File: config.mk
export PLATFORM = sky130hd
export DESIGN_NAME = lct_ctrl
export DESIGN_NICKNAME = d
export VERILOG_FILES = /design/src/rtl/core/assert_macros.svh /design/src/rtl/core/lct_pkg.sv /design/src/rtl/core/lct_ctrl.sv
export SDC_FILE = /design/constraint.sdc
export NUM_CORES = 1
export LEC_CHECK = 0
export ABC_AREA = 0
export ABC_CLOCK_PERIOD_IN_PS = 2500
export BUFFER_PORTS_ARGS = -buffer_cell sky130_fd_sc_hd__buf_2
export CORE_AREA = 2 2 39 41
export CTS_BUF_LIST = sky130_fd_sc_hd__clkbuf_4 sky130_fd_sc_hd__clkbuf_8 sky130_fd_sc_hd__clkbuf_16
export DETAILED_ROUTE_END_ITERATION = 10
export DIE_AREA = 0 0 41 43
export GPL_ROUTABILITY_DRIVEN = 0
export PLACE_DENSITY_LB_ADDON = 0.1
export SLEW_MARGIN = 20
export SYNTH_ARGS = -nofsm -noshare
export SYNTH_HDL_FRONTEND = slang
export SYNTH_SLANG_ARGS = --single-unit
File: constraint.sdc
create_clock -name clk -period 2.5 [get_ports clk]
set_input_delay 0.25 -clock clk [delete_from_list [all_inputs] [get_ports clk]]
set_output_delay 0.25 -clock clk [all_outputs]
set_load 0.005 [all_outputs]
File: src/rtl/core/assert_macros.svh
// Assertion macros for the RTL files, included by the top level.
`ifndef ASSERT_MACROS_SVH
`define ASSERT_MACROS_SVH

// Implication checked at every rising clock edge outside reset.
`define ASSERT_IMPLIES(label, clk, rst, pre, post, msg) \
  label: assert property (@(posedge clk) disable iff (rst) (pre) |-> (post)) else $error(msg);

// Implication checked in the clock cycle after the antecedent.
`define ASSERT_NEXT(label, clk, rst, pre, post, msg) \
  label: assert property (@(posedge clk) disable iff (rst) (pre) |=> (post)) else $error(msg);

`endif

File: src/rtl/core/lct_pkg.sv
// Package with types, codes and defaults of the copy propagation table.
package lct_pkg;

  localparam int TABLE_DEPTH_DEF = 512;
  localparam int MAX_HOPS_DEF    = 16;

  localparam logic [1:0] ACT_ASSIGN = 2'd0;
  localparam logic [1:0] ACT_CLEAR  = 2'd1;

  typedef struct packed {
    logic [1:0]  action;
    logic [15:0] dest_name;
    logic [15:0] first_operand;
    logic        first_is_literal;
    logic [15:0] second_operand;
    logic        second_is_literal;
    logic        has_operator;
  } item_t;

  typedef struct packed {
    logic [15:0] first_operand_out;
    logic [15:0] second_operand_out;
    logic        first_replaced;
    logic        second_replaced;
  } result_t;

  typedef struct packed {
    logic [15:0] name;
    logic [15:0] source;
  } entry_t;

  typedef enum logic [3:0] {
    DP_NOP,
    DP_LOAD,
    DP_CLEAR,
    DP_SYM_A,
    DP_SYM_B,
    DP_RD_IDX,
    DP_RD_LAST,
    DP_HOP,
    DP_NEXT,
    DP_SAVE_A,
    DP_SAVE_B,
    DP_MOVE,
    DP_BIND
  } dp_cmd_t;

  typedef struct packed {
    logic at_end;
    logic name_hit;
    logic self_loop;
    logic dest_hit;
    logic hops_done;
    logic act_assign;
    logic act_clear;
    logic a_lit;
    logic resolve_b;
    logic want_bind;
  } dp_status_t;

endpackage

File: src/rtl/core/lct_ctrl.sv
// Controller state machine that sequences resolution, removal and insertion.
module lct_ctrl (
  input  logic                clk,
  input  logic                rst,
  input  logic                start,
  input  lct_pkg::dp_status_t status,
  output lct_pkg::dp_cmd_t    cmd,
  output logic                busy,
  output logic                done
);
  import lct_pkg::*;

  typedef enum logic [3:0] {
    S_IDLE,
    S_DECODE,
    S_RES_HEAD,
    S_RES_CHK,
    S_RES_END,
    S_B_START,
    S_INV_HEAD,
    S_INV_CHK,
    S_INV_MOVE,
    S_BIND,
    S_DONE
  } state_t;

  state_t state;
  state_t state_next;
  logic   cur_b;
  logic   cur_b_next;

  always_comb begin
    state_next = state;
    cur_b_next = cur_b;
    cmd        = DP_NOP;
    unique case (state)
      S_IDLE: begin
        if (start) begin
          cmd        = DP_LOAD;
          state_next = S_DECODE;
        end
      end
      S_DECODE: begin
        cur_b_next = 1'b0;
        if (status.act_clear) begin
          cmd        = DP_CLEAR;
          state_next = S_DONE;
        end else if (!status.act_assign) begin
          state_next = S_DONE;
        end else begin
          cmd        = DP_SYM_A;
          state_next = status.a_lit ? S_RES_END : S_RES_HEAD;
        end
      end
      S_RES_HEAD: begin
        if (status.hops_done || status.at_end) begin
          state_next = S_RES_END;
        end else begin
          cmd        = DP_RD_IDX;
          state_next = S_RES_CHK;
        end
      end
      S_RES_CHK: begin
        state_next = S_RES_HEAD;
        if (status.name_hit) begin
          if (status.self_loop) begin
            state_next = S_RES_END;
          end else begin
            cmd = DP_HOP;
          end
        end else begin
          cmd = DP_NEXT;
        end
      end
      S_RES_END: begin
        if (cur_b) begin
          cmd        = DP_SAVE_B;
          state_next = S_INV_HEAD;
        end else begin
          cmd        = DP_SAVE_A;
          state_next = S_B_START;
        end
      end
      S_B_START: begin
        cmd        = DP_SYM_B;
        cur_b_next = 1'b1;
        state_next = status.resolve_b ? S_RES_HEAD : S_RES_END;
      end
      S_INV_HEAD: begin
        if (status.at_end) begin
          state_next = S_BIND;
        end else begin
          cmd        = DP_RD_IDX;
          state_next = S_INV_CHK;
        end
      end
      S_INV_CHK: begin
        if (status.dest_hit) begin
          cmd        = DP_RD_LAST;
          state_next = S_INV_MOVE;
        end else begin
          cmd        = DP_NEXT;
          state_next = S_INV_HEAD;
        end
      end
      S_INV_MOVE: begin
        cmd        = DP_MOVE;
        state_next = S_INV_HEAD;
      end
      S_BIND: begin
        if (status.want_bind) begin
          cmd = DP_BIND;
        end
        state_next = S_DONE;
      end
      S_DONE: state_next = S_IDLE;
      default: state_next = S_IDLE;
    endcase
  end

  always_ff @(posedge clk) begin
    if (rst) begin
      state <= S_IDLE;
      cur_b <= 1'b0;
    end else begin
      state <= state_next;
      cur_b <= cur_b_next;
    end
  end

  assign busy = (state != S_IDLE);
  assign done = (state == S_DONE);

endmodule

### After elaboration in Yosys (flattened, before gate mapping)

Cells that the tools add are included.

| operators by class | value |
|---|---|
| reduce and logical (&&, ||, !) cells | 4 |
| muxes and demuxes | 24 |
| eq/ne operators | 11 |

Operators by type and width:

| kind | number |
|---|---|
| 4-bit one-hot mux with 10 select lines | 2 |
| 4-bit 2-to-1 mux | 8 |
| 3-bit 2-to-1 mux | 8 |
| 4-bit by 3-bit == test with 1-bit output (second input constant) | 4 |
| 4-bit == test (second input constant) | 3 |
| 4-bit by 2-bit == test with 1-bit output (second input constant) | 2 |
| 2-bit 2-to-1 mux | 4 |
| 4-bit by 1-bit == test with 1-bit output (second input constant) | 1 |
| 4-bit logical NOT | 1 |
| 4-bit nonzero test | 1 |
| 2-bit != test (second input constant) | 1 |
| 1-bit one-hot mux with 2 select lines | 1 |
| 2-bit nonzero test | 1 |
| 1-bit logical OR | 1 |
| 1-bit 2-to-1 mux | 1 |

| storage, ports and cells | value |
|---|---|
| word-level logic and storage cells | 41 |
| register bits after elaboration | 5 |
| output and inout port bits | 6 |

### Longest topological paths before layout

Gate-level depths: netlist of run 1.

| logic depth | value |
|---|---|
| word-level depth | 4 |
| mapped depth | 6 |

### Least setup slack after synthesis of run 1

OpenSTA, ideal clock, no wires.

| timing path | value |
|---|---|
| kind | register to output |
| from | reg state[1] |
| to | out cmd[0] |
| required time | 2.250 ns |
| buffers on the path | 1 |
| arrival time | 1.093 ns |
| cell stages (with the launch flop) | 5 |
| path slack | 1.157 ns |
| path through | dfxtp_1 buf_2 o22a_1 nor2_1 or3_1 |

| between the ends | value |
|---|---|
| longest elaborated chain between the ends | 2 |

RTL lines:

| what | line | text |
|---|---|---|
| start, declared | lct_ctrl.sv:27 | `state_t state;` |
| start signal, assigned | lct_ctrl.sv:126 | `state <= state_next;` |
| 4-bit == test (tied with other cells) | lct_ctrl.sv:36 | `unique case (state)` |
| 4-bit one-hot mux with 10 select lines * | lct_ctrl.sv:36 |  |
| end, declared | lct_ctrl.sv:7 | `output lct_pkg::dp_cmd_t cmd,` |

Mark *: on every way between the ends. The rest lies on a longest branch, timed or not.

### Worst setup path in the final report of run 1

| timing path | value |
|---|---|
| from | reg state[1] |
| to | out cmd[2] |

Same word-level chain as after synthesis.

==> results of run 1 <==
==> power groups by stage <==
stage / Combinational [W] / Clock (W) / Sequential, W
5_1_grt: 0.000372 / 0.000116 / 0.000180
6_report: 0.000331 / 0.000102 / 0.000173
3_3_place_gp: 0.000336 / 0 / 0.000174
4_1_cts: 0.000332 / 0.000108 / 0.000171
3_5_place_dp: 0.000331 / 0 / 0.000173
2_1_floorplan: 0.000312 / 0 / 0.000116
==> cell type report <==
cell class / instances / share of cell area
clock buffer: 4 / 0.0420
inverter: 5 / 0.0262
timing repair buffer: 19 / 0.136
tap: 16 / 0.0280
sequential: 5 / 0.140
multi-input combinational: 69 / 0.628
==> through the flow <==
step,area [µm²],worst slack (ns),cells,power (W)
floorplan,616,1.16,85,0.000428
detailed placement,686,0.690,114,0.000504
global route,716,0.307,118,0.000668
global placement,686,0.691,114,0.000510
CTS,716,0.418,118,0.000611
finish,716,0.415,118,0.000606
==> per-layer routing <==
metal	up-vias	GRT usage	part of all wire
li1	348	-	-
met3	2	0.0314	0.061
met2	21	0.275	0.47
met1	281	0.266	0.45
met5	-	0	0
met4	0	0.147	0.012
==> path summary, 6_finish.rpt <==
| kind | end |
|---|---|
| max | cmd[2] |
| max reg2reg | state[2] |
| min reg2reg | cur_b |
| min | cur_b |
==> flip-flops by register name (all words and copies together), names as in the netlist <==
signal	count
state	4
cur_b	1
==> Yosys cell counts, types with 2 or more instances <==
cell type | count | area, µm²
a31oi_1 | 2 | 12.5
o22a_1 | 2 | 17.5
nor2b_1 | 4 | 25.0
o21ai_0 | 5 | 25.0
buf_6 | 2 | 22.5
nand4_1 | 2 | 12.5
nor3_1 | 3 | 15.0
nor4bb_1 | 2 | 20.0
buf_2 | 2 | 10.0
nand2_1 | 5 | 18.8
nand2b_1 | 8 | 50.1
inv_1 | 5 | 18.8
buf_4 | 2 | 15.0
nor2_1 | 8 | 30.0
a21oi_1 | 5 | 25.0
dfxtp_1 | 5 | 100
o22ai_1 | 2 | 12.5
nand3b_1 | 2 | 15.0
==> cells in the final DEF (no fill, tap or decap), drive strengths merged <==
cell	count
and4b	1
nand2	5
o21ai	5
a21oi	6
xnor2	1
nor3	3
mux2i	1
nor2b	4
inv	5
nand3	1
or2b	1
o22a	2
clkbuf	4
nor3b	1
o22ai	2
a211oi	1
mux2	1
nor2	9
dfxtp	5
o211a	1
nor4bb	2
nand3b	2
or3	1
a31oi	2
buf	19
nor4	1
a32o	1
nand4	2
nand2b	8
o221ai	2
a32oi	1
o32a	1
a21o	1
==> kinds of logic (layout without fill, tap and decap cells) <==
| group | Yosys count | in the layout | share of synthesized area |
|---|---|---|---|
| AO/OA/AOI/OAI | 25 | 25 | 0.291 |
| XOR/XNOR | 1 | 1 | 0.0142 |
| buffers and inverters | 11 | 28 | 0.108 |
| flip-flops | 5 | 5 | 0.163 |
| multiplexers | 2 | 2 | 0.0346 |
| AND/OR/NAND/NOR | 41 | 41 | 0.390 |
==> impl_metrics.toml, run 1 <==
[finish]
antenna_cells = 0
fin_util = 0.517
area_growth_pct = 16.3
regArea_um2 = 100
final_nets = 116
fillCellCount = 146
drive_above_1_share = 0.265
multiInputGateArea_um2 = 449

[cts]
holdBufCountCts = 0
cts_resized = 0
h-tree-depth = 1
clk_latency_ns = 0.24
clock-root-buffer = "clkbuf_4"
post_cts_buffers = 0
cts_buffers = 3
cts_tree = "yes"
clk_pin_slew_ns = 0.04
cts_buffer_depth = 2
cts.sinks = 5

[route]
viasPerCell = 5.53
first_pass_iters = 4
drc = 0
num_vias = 652
totalWireLength_um = 1470
dr.first_iter.drc_count = 21
post_drt_wl_per_cell_um = 12.5
antenna_left = 0

[power]
p_int_w = 0.000339
switching_share = 0.440
power-per-cell-area_mw_per_mm2 = 847
leakagePower_nw = 0.312
clockPowerShare = 0.168
p_seq_frac = 0.286
power_frac_comb = 0.546
max-vdd-ir-drop_mv = 0.430
switchingPower_w = 0.000267

[timing]
relSlewSlack = 0.518
fin_tns_setup_ns = 0
hold_viol = 0
setup_viol = 0
rsz0062_at_grt = "false"
slew_violations = 0
holdWs_ns = 0.176
period_share = 0.834
fmax_ghz = 0.480
fin_crit_ns = 2.08
worst_pin_slew_ns = 0.722
clock_skew_ns = 0.000889

[setup_path]
path_delay_family = "flip-flops"
r2r_cells = 5
timing.critical_path.from = "state[1]"
path_depth = 4
crit_buf_inv = 1
worst_ep_arrival_time_ns = 1.83
cp_cell_sequence = "nor2_1, a32o_1, a21o_1, buf_2"
required_ns = 2.25
end_kind = "output port"
reg2reg_slack_ns = 0.86
crit_slowest_cell = "dfxtp_1"
cp_max_fo = 23
startpoint_type = "flip-flop"
slowest_delay_ns = 0.78
critPathKind = "flip-flop to output port"
r2r_start = "state[2]"

[synth]
synth.distinct_cells = 37
synth_area_um2 = 616
syn_avg_cell_area_um2 = 7.24
ys_ff_latch = 5
synth_edf_count = 0
synthCells = 85
ys.flop_type = "dfxtp_1"
synth_nets = 98
synth_seq_area_share = 0.163
yosysWarnings = 0
ys_async_sr_fraction = 0

[grt]
grt_overflow_total = 0
grt_pass1_vias = 572
antenna_found_initial = 0
grt_pass1_wl_um = 2330
grt_max_degree = 24
grt.total_usage = 0.200

[run]
max-cap-violations = 0

[die]
io_pins = 19
rows = 14
start_util = 0.445
die_h_um = 43
core_area_mm2 = 0.00138
design.die.area_mm2 = 0.00176
dieWidth_um = 41

[run_status]
outcome = "completed"

[hold_path]
min_path_type = "input port to flip-flop"
hold_depth = 2
min_from = "rst"

[placed_design]
io_buffers = 18
dpl.hpwl_um = 1110
Power figures use the tool's default switching activity.
==> inputs of run 2 (changes only) <==
--- a/config.mk
+++ b/config.mk
@@ -6,7 +6,7 @@
 export NUM_CORES = 1
 export LEC_CHECK = 0
 export ABC_AREA = 0
-export ABC_CLOCK_PERIOD_IN_PS = 2500
+export ABC_CLOCK_PERIOD_IN_PS = 2000
 export BUFFER_PORTS_ARGS = -buffer_cell sky130_fd_sc_hd__buf_2
 export CORE_AREA = 2 2 39 41
 export CTS_BUF_LIST = sky130_fd_sc_hd__clkbuf_4 sky130_fd_sc_hd__clkbuf_8 sky130_fd_sc_hd__clkbuf_16
==> constraint.sdc (replaced) <==
create_clock -name clk -period 2 [get_ports clk]
set_input_delay 0.2 -clock clk [delete_from_list [all_inputs] [get_ports clk]]
set_output_delay 0.2 -clock clk [all_outputs]
set_load 0.005 [all_outputs]
==> run 2 against run 1 <==
Net effect: clock power grew 23%; cell count grew 2.5%; combinational power grew 38%; largest power group unchanged; sequential share of layout area shrank 0.28 points; via count grew 5.4%; power grew 30%; register-to-register slack lost 0.43 ns; global-route usage shrank 0.16 points; worst setup slack lost 0.27 ns; wire length grew 0.88%; hold slack lost 0.049 ns; first-iteration DRC count shrank 52%.
==> impl_metrics.toml, run 2 (synthesis gave the netlist of run 1 again) <==
[finish]
multiInputGateArea_um2 = 449
antenna_cells = 0
fin_util = 0.534
final_nets = 119
final_common_cell = "buf_2"
regArea_um2 = 101
fillCellCount = 151
drive_above_1_share = 0.295
area_growth_pct = 20.1
mostFrequentLayoutCells = "18 x buf_2, 8 x nor2_1, 8 x nand2b_1"
fin_area_um2 = 739
reg_top3 = "state: 4 flops, cur_b: 1 flops"
top_register = "state"
largest_reg_flops = 4

[cts]
cts_buffer_depth = 2
post_cts_buffers = 0
cts_buffers = 3
cts.sinks = 5
h-tree-depth = 1
clk_pin_slew_ns = 0.04
cts_tree = "yes"
holdBufCountCts = 0
cts_resized = 1
clk_latency_ns = 0.23
clock-root-buffer = "clkbuf_4"

[grt]
antenna_found_initial = 0
grt.total_usage = 0.198
grt_overflow_total = 0
grt_max_degree = 26
grt_pass1_vias = 563
grt_pass1_wl_um = 2350

[route]
post_drt_wl_per_cell_um = 12.3
antenna_left = 0
dr.first_iter.drc_count = 10
drc = 0
num_vias = 687
first_pass_iters = 4
totalWireLength_um = 1490
viasPerCell = 5.68

[setup_path]
cp_max_fo = 9
end_kind = "output port"
regToRegEndpoint = "state[2]"
reg2reg_slack_ns = 0.43
r2r_start = "state[1]"
worst_ep_arrival_time_ns = 1.65
required_ns = 1.80
startpoint_type = "flip-flop"
r2r_cells = 5
critPathKind = "flip-flop to output port"

[power]
power-per-cell-area_mw_per_mm2 = 1070
max-vdd-ir-drop_mv = 0.615
leakagePower_nw = 0.327
power.total_w = 0.000791

[die]
core_area_mm2 = 0.00138
io_pins = 19
die_h_um = 43
design.die.area_mm2 = 0.00176
dieWidth_um = 41
start_util = 0.445
rows = 14

[timing]
clock_skew_ns = 0.000139
setup_viol = 0
hold_viol = 0
rsz0062_at_grt = "false"
worst_pin_slew_ns = 0.515
slew_violations = 0
relSlewSlack = 0.656
fin_tns_setup_ns = 0
fin_crit_ns = 1.85
fmax_ghz = 0.540
holdWs_ns = 0.127
period_share = 0.925

[placed_design]
place_area_um2 = 708
io_buffers = 18
dpl.hpwl_um = 1150

[hold_path]
holdPathEnd = "cur_b"
min_path_type = "input port to flip-flop"
min_from = "rst"
hold_depth = 2

[run_status]
outcome = "completed"

[run]
max-cap-violations = 0
## run 2: changes by cell type in the layout (fill, tap and decap cells not counted)
cell	change
dfxtp_2	+1
dfxtp_1	-1
buf_4	+3
## run 2: worst max-delay path by stage
stage,startpoint,end,slack [ns]
floorplan,state[1],cmd[0],0.71
global placement,state[2],cmd[0],0.27
detailed placement,state[2],cmd[0],0.25
CTS,state[0],cmd[0],0.14
global route,state[0],cmd[0],0.05
finish,state[0],cmd[0],0.15
## run 2: cell type report
| class | count | share of cell area |
|---|---|---|
| inverters | 5 | 0.0254 |
| clock buffers | 4 | 0.0406 |
| repair buffers | 22 | 0.162 |
| well taps | 16 | 0.0271 |
| multi-input cells | 69 | 0.607 |
| flip-flops and latches | 5 | 0.137 |
## run 2: layer usage
| metal | vias to the layer above | wire length [µm] | GRT usage |
|---|---|---|---|
| met2 | 19 | 726 | 0.294 |
| met1 | 310 | 668 | 0.265 |
| met4 | 0 | 13 | 0.120 |
| li1 | 356 | - | - |
| met3 | 2 | 78 | 0.0157 |
| met5 | - | 0 | 0 |
## run 2: through the flow
| stage | setup WS (ns) | instances |
|---|---|---|
| global route | 0.0507 | 121 |
| CTS | 0.135 | 121 |
| finish | 0.149 | 121 |
| detailed placement | 0.247 | 117 |
| floorplan | 0.707 | 85 |
| global placement | 0.266 | 117 |
## run 2: power breakdown
part | total (W) | internal [W] | switching (W)
registers | 0.000208 | 0.000126 | 0.0000824
clock network | 0.000125 | 0.0000886 | 0.0000363
logic | 0.000458 | 0.000236 | 0.000222
total | 0.000791 | 0.000450 | 0.000340
## run 2: critical path, stage by stage (launching register included)
cell	delay, ns
dfxtp_1	0.54
nand2b_1	0.19
o22a_1	0.16
nor2_1	0.04
or3_1	0.36
buf_2	0.13
